File: config.mk
export PLATFORM = sky130hd
export DESIGN_NAME = vn_sqrt
export DESIGN_NICKNAME = d
export VERILOG_FILES = /design/src/design/vn_pkg.sv /design/src/design/vn_sqrt.sv
export SDC_FILE = /design/constraint.sdc
export NUM_CORES = 2
export LEC_CHECK = 0
export BUFFER_PORTS_ARGS = -buffer_cell sky130_fd_sc_hd__clkbuf_2
export CORE_ASPECT_RATIO = 0.7
export CORE_MARGIN = 2
export CORE_UTILIZATION = 55
export DETAILED_ROUTE_END_ITERATION = 12
export PLACE_DENSITY = 0.7
export SLEW_MARGIN = 20
export SYNTH_ARGS = -nofsm -noshare
export SYNTH_HDL_FRONTEND = slang
export SYNTH_SLANG_ARGS = --single-unit
File: constraint.sdc
create_clock -name clk -period 3.4 [get_ports clk]
set_input_delay 0.17 -clock clk [delete_from_list [all_inputs] [get_ports clk]]
set_output_delay 0.17 -clock clk [all_outputs]
set_load 0.01 [all_outputs]
File: src/design/vn_pkg.sv
// ---------------------------------------------------------------------------
// vn_pkg
// Shared constants and pipeline control type for the vector normalizer.
// ---------------------------------------------------------------------------
package vn_pkg;

  // Width of each vector component port
  localparam int VEC_WIDTH = 32;

  // Default parameter values
  localparam int IN_WIDTH_DEF  = 32;
  localparam int OUT_FRAC_DEF  = 16;

  // Number of vector components
  localparam int LANES = 3;

  // Control that travels with every item down the pipeline
  typedef struct packed {
    logic             valid;
    logic             zero;
    logic [LANES-1:0] neg;
  } vn_ctl_t;

endpackage

File: src/design/vn_sqrt.sv
// ---------------------------------------------------------------------------
// vn_sqrt
// Pipelined digit-by-digit integer square root, one root bit per stage,
// F+1 stages per lane.
// ---------------------------------------------------------------------------
module vn_sqrt #(
  parameter int F = vn_pkg::OUT_FRAC_DEF
) (
  input  logic            clk,
  input  logic            rst,
  input  vn_pkg::vn_ctl_t ctl_in,
  input  logic [2*F:0]    rad_in [vn_pkg::LANES],
  output vn_pkg::vn_ctl_t ctl_out,
  output logic [F:0]      root_out [vn_pkg::LANES]
);
  import vn_pkg::*;

  localparam int NS = F + 1;
  localparam int RW = 2*F + 1;
  localparam int TW = 2*F + 3;
  localparam int OW = F + 1;

  vn_ctl_t       ctl_r [NS];
  logic [RW-1:0] rem_r [NS][LANES];
  logic [OW-1:0] root_r [NS][LANES];

  for (genvar i = 0; i < NS; i++) begin : g_stage
    localparam int B = F - i;

    vn_ctl_t       ctl_c;
    logic [RW-1:0] rem_c [LANES];
    logic [OW-1:0] root_c [LANES];

    if (i == 0) begin : g_first
      always_comb begin
        ctl_c = ctl_in;
        for (int l = 0; l < LANES; l++) begin
          rem_c[l]  = rad_in[l];
          root_c[l] = '0;
        end
      end
    end else begin : g_next
      always_comb begin
        ctl_c = ctl_r[i-1];
        for (int l = 0; l < LANES; l++) begin
          rem_c[l]  = rem_r[i-1][l];
          root_c[l] = root_r[i-1][l];
        end
      end
    end

    // Trial (q + 2^B)^2 - q^2 = q*2^(B+1) + 2^(2B); bits of q lie above B
    for (genvar l = 0; l < LANES; l++) begin : g_lane
      logic [TW-1:0] trial;
      logic          ge;

      assign trial = (TW'(root_c[l]) << (B + 1)) | (TW'(1) << (2*B));
      assign ge    = (trial <= TW'(rem_c[l]));

      always_ff @(posedge clk) begin
        rem_r[i][l]  <= ge ? (rem_c[l] - RW'(trial)) : rem_c[l];
        root_r[i][l] <= ge ? (root_c[l] | (OW'(1) << B)) : root_c[l];
      end
    end

    always_ff @(posedge clk) begin
      ctl_r[i].zero <= ctl_c.zero;
      ctl_r[i].neg  <= ctl_c.neg;
      if (rst) ctl_r[i].valid <= 1'b0;
      else     ctl_r[i].valid <= ctl_c.valid;
    end
  end

  assign ctl_out = ctl_r[NS-1];
  always_comb begin
    for (int l = 0; l < LANES; l++) begin
      root_out[l] = root_r[NS-1][l];
    end
  end

endmodule

=== Yosys cells after proc, flatten, opt, wreduce, memory -nomap -nowiden ===
Memories as Yosys holds them, arrays and structs flattened.
Cells that the tools add are included.

* Register bits after elaboration: 0
* Latch bits: 0
* Bits in writable memories: 2635
* ROM bits: 0
* Bits of input ports: 106
* Output and inout bits: 56
* Word-level logic and storage cells: 244
* Memories kept: 3

{| class="wikitable"
|+ Memories
! memory !! depth !! bits a word !! read ports !! clocked after memory_dff !! wr ports !! RTL line !! text
|-
| rem_r || 17 || 99 || 16 || 0 || 17 || vn_sqrt.sv:24 || <nowiki>logic [RW-1:0] rem_r [NS][LANES];</nowiki>
|-
| root_r || 17 || 51 || 17 || 0 || 17 || vn_sqrt.sv:25 || <nowiki>logic [OW-1:0] root_r [NS][LANES];</nowiki>
|-
| ctl_r || 17 || 5 || 17 || 0 || 17 || vn_sqrt.sv:23 || <nowiki>vn_ctl_t ctl_r [NS];</nowiki>
|}

* Add/subtract/negate cells: 51
* Multipliers: 0
* Divide/modulo/power cells: 0
* $lt $le $gt $ge: 51
* Eq/ne operators: 0
* Shift operators: 0
* Multiplexer cells: 122
* Bitwise gates (word level): 17
* Reductions and logical operators: 0

{| class="wikitable"
|+ Operator list
! operator !! count
|-
| $mux W33 || 51
|-
| $le A18 B33 Y1 || 3
|-
| $le A19 B33 Y1 || 3
|-
| $le A20 B33 Y1 || 3
|-
| $le A21 B33 Y1 || 3
|-
| $le A22 B33 Y1 || 3
|-
| $le A23 B33 Y1 || 3
|-
| $le A24 B33 Y1 || 3
|-
| $le A25 B33 Y1 || 3
|-
| $le A26 B33 Y1 || 3
|-
| $le A27 B33 Y1 || 3
|-
| $le A28 B33 Y1 || 3
|-
| $le A29 B33 Y1 || 3
|-
| $le A30 B33 Y1 || 3
|-
| $le A31 B33 Y1 || 3
|-
| $le A32 B33 Y1 || 3
|-
| $le A33 B33 Y1 || 3
|-
| $le A33 B33 Y1 const A || 3
|-
| $sub A33 B18 Y33 || 3
|-
| $sub A33 B19 Y33 || 3
|-
| $sub A33 B20 Y33 || 3
|-
| $sub A33 B21 Y33 || 3
|-
| $sub A33 B22 Y33 || 3
|-
| $sub A33 B23 Y33 || 3
|-
| 29 further kinds || 121
|}

=== Logic depth before layout (Yosys ltp) ===
* Word-level depth: 3
* Depth in mapped cells: 13
* Mapped depth without buffers: 11

=== Worst setup path after synthesis ===
No wires, ideal clock.

* Path kind: flip-flop to flip-flop
* Start point: memory root_r[11][9] (netlist bit)
* End point: memory rem_r[12][12] (netlist bit)
* Library setup time: 121 ps
* Arrival time: 2558 ps
* Data required time: 3279 ps
* Path slack: 722 ps
* Stages on the path, launching flop included: 10
* Buffers on the path: 1
* Period minus slack after synthesis: 2678 ps
* Cell sequence: dfxtp_1 -> inv_1 -> ha_1 -> a21o_1 -> a21o_1 -> a221oi_1 -> o21ai_0 -> a21oi_2 -> clkbuf_1 -> mux2_2

{| class="wikitable"
|+ RTL lines
! item !! RTL line
|-
| from (decl) || vn_sqrt.sv:25
|-
| to (decl) || vn_sqrt.sv:24
|}

==> impl_metrics.json <==
{
  "fin_ws_ns": 0.337,
  "avgRoutedWirePerCell_um": 17.1,
  "cts.htree.levels": 4,
  "regArea_mm2": 0.0426,
  "cts_made_buffers": 185,
  "multi_input_area_mm2": 0.0312,
  "final_layout_size_suffix_gt1_share_pct": 8.13,
  "period_needed_ns": 3.06,
  "coreArea_mm2": 0.138,
  "cp_slowest_stage_delay_ns": 0.55,
  "clk_latency_ns": 0.85,
  "synth-edff-count": 0,
  "yosys_warnings": 0,
  "hpwl_um": 127000,
  "io_buffer_count": 161,
  "status": "finished, final reports clean",
  "holdPathStages": 3,
  "async_flop_share_pct": 0,
  "synth.distinct_cells": 103,
  "num_rows": 114,
  "cts_tree": "yes",
  "die_w_um": 450,
  "die_h_um": 316,
  "worst_slew_pin_slew_ns": 0.992,
  "crit_arrival_ns": 3.80,
  "crit_type": "flop to flop",
  "finalCritPeriodShare_pct": 90.1,
  "cts_buffer_depth": 3,
  "groute.usage.overall_pct": 23.6,
  "synth_top_cells_by_count": "dfxtp_1 (2128), inv_1 (635), nand2_1 (506)",
  "gp_congestion": 0.933,
  "dr.pass1.iters": 6,
  "dieArea_mm2": 0.142,
  "ys_seq_area_share_pct": 55.6,
  "worstHoldStart": "rst",
  "n_fill_cell": 10700,
  "overflow": 0,
  "vias": 52600,
  "setup_tns_ns": 0,
  "grt_pass1_wl_um": 273000,
  "reg2reg_from": "root_r[13][41]",
  "min_path_type": "input pin to flop",
  "ys_seq_elements": 2128,
  "synth_area_per_cell_um2": 10.4,
  "design_area_mm2": 0.0886,
  "synthAdderAreaFrac_pct": 8.13,
  "synth_top_family_by_area": "simple AND/OR/NAND/NOR gates",
  "start_kind": "flop",
  "synth-compound-area-share_pct": 11.3,
  "crit_path_cell_trace": "inv_1 > ha_1 > and4_1 > and2_1 > a32oi_1 > o221ai_1 > a31o_2 > o311ai_0 > nor3b_1 > xnor2_1",
  "reg2reg_depth": 10,
  "grt_max_degree": 32,
  "ant_nets": 0,
  "syn_to_final_growth_pct": 15.6,
  "end_kind": "flop",
  "rsz0062_at_grt": "false",
  "first_global_vias": 51300,
  "synth_area_mm2": 0.0766,
  "start_util_pct": 55.4,
  "synth_top_area_share_pct": 55.6,
  "yosysTopAreaCell": "dfxtp_1",
  "ys_top_cells_by_area": "dfxtp_1 (56%), ha_1 (8.1%), xnor2_1 (3.5%), xor2_1 (3.4%), inv_1 (3.1%)",
  "fin_skew_ns": 0.0428,
  "hold_violations": 0,
  "slew_headroom_pct": 33.8,
  "antenna_found_initial": 3,
  "drv_cap": 0,
  "r2r_setup_slack_ns": 0.34,
  "placed_area_mm2": 0.0797,
  "ys.flop_type": "dfxtp_1",
  "synth_xor_area_share_pct": 6.87,
  "root_buffer": "clkbuf_16",
  "critPathSlowestCell": "a31o_2",
  "nets": 8482,
  "io_pins": 162,
  "p_leak_nw": 40.2,
  "p_total_mw": 79.9,
  "synth_cells": 7372,
  "synthSimpleGateAreaFrac_pct": 13.4,
  "power_density_mw_per_mm2": 903,
  "synthMuxAreaShare_pct": 0.907,
  "clkSinkCount": 2128,
  "finalSetupViolCount": 0,
  "drt_wl_total_um": 170000,
  "crit_fanout": 21,
  "worstHoldEndpoint": "ctl_r[4][4]",
  "yosysMostFrequentCell": "dfxtp_1",
  "drc": 0,
  "fmax_mhz": 326,
  "avgViaCountPerCell": 5.32,
  "vdd_drop_max_mv": 0.664,
  "required_ns": 4.14,
  "path_clk_slew_ns": 0.06,
  "post-place-ws_ns": 0.308,
  "drv_slew": 0,
  "r2r-end": "rem_r[14][98]",
  "drtIter0Drc": 4017
}
## cell families after synthesis
group	Yosys count
AO/OA/AOI/OAI	1367
AND/OR/NAND/NOR	1976
flip-flops	2128
multiplexers	63
buffers and inverters	738
other	1
adder cells (fa/ha/maj)	498
XOR/XNOR	601
## report_power, final
group          internal [mW]  switching (mW)  leakage [nW]  total (mW)
registers               30.9            4.63          17.9        35.5
clock network           13.1            9.53          3.27        22.6
logic                   9.92            11.9          19.1        21.9
total                   53.9            26.1          40.2        79.9
## layout by cell type, fill, tap and decap left out, types with 46 or more instances in the layout
cell | netlist | layout
mux2_2 | 46 | 46
dlygate4sd3_1 | 0 | 209
nand4_1 | 104 | 104
inv_1 | 635 | 635
nor2b_1 | 78 | 78
or3_1 | 59 | 59
ha_1 | 498 | 498
a21oi_1 | 317 | 317
xor2_1 | 297 | 297
clkbuf_16 | 0 | 185
clkbuf_2 | 0 | 161
nor3_1 | 181 | 181
nand3_1 | 91 | 91
nor4b_1 | 48 | 48
nor4_1 | 218 | 218
o21a_1 | 106 | 106
nor2_1 | 382 | 382
nand2_1 | 506 | 506
dfxtp_1 | 2128 | 2128
nand2b_1 | 90 | 90
o21ai_0 | 431 | 431
a21o_1 | 121 | 121
xnor2_1 | 304 | 304
o31ai_1 | 70 | 69
## final cells by class
class	count	share of cell area, %
multi-input combinational	4508	35.2
timing repair buffer	414	3.66
antenna	1	0.00283
clock buffer	244	5.82
tap	1856	2.62
sequential	2128	48.1
inverter	641	2.72
clock inverter	97	1.84
## layer usage
layer | share of wire [%] | GRT usage [%] | up-vias
li1 | - | - | 26500
met1 | 49 | 33.5 | 24300
met4 | 2.6 | 7.77 | 0
met2 | 43 | 37.0 | 1540
met3 | 5.4 | 3.52 | 287
met5 | 0 | 0 | -
## what timing repair did
item	4_1_cts	5_1_grt
setup buffers	0	0
setup endpoints to repair	0	1
endpoints found under the hold margin	120	0
hold buffers	209	0
gates resized for setup	0	1
## through the flow
step	std cells	utilization, %	hold slack, ns
final	9889	64.1	0.292
after global routing	9889	64.1	0.324
after CTS	9888	64.1	0.235
after detailed placement	9338	57.6	0.274
after global placement	9338	57.6	0.273
after floorplan	7374	-	0.198
## how the worst max path moves through the flow
stage	from	slack, ns	to	cells after the start
after floorplan	root_r[11][9]	0.72	rem_r[12][12]	9
after global placement	root_r[13][40]	0.41	rem_r[14][98]	10
after detailed placement	root_r[13][16]	0.31	rem_r[14][30]	11
after CTS	root_r[13][16]	0.27	rem_r[14][30]	11
after global routing	root_r[13][40]	0.02	rem_r[14][98]	10
final	root_r[13][41]	0.34	rem_r[14][98]	10
## registers in the layout (all words and copies together), names as in the netlist
signal  count
ctl_r      85
rem_r    1584
root_r    459
## critical path: cells and delay by family, from the launching register on
family	cells	cell delay (ns)
buffers and inverters	1	0.05
xor gates and xnor gates	1	0.14
adders and majority gates	1	0.36
and+or+nand+nor	3	0.71
DFF	1	0.33
AOI/OAI and AO/OA	4	1.40
(Power assumes the default switching activity.)
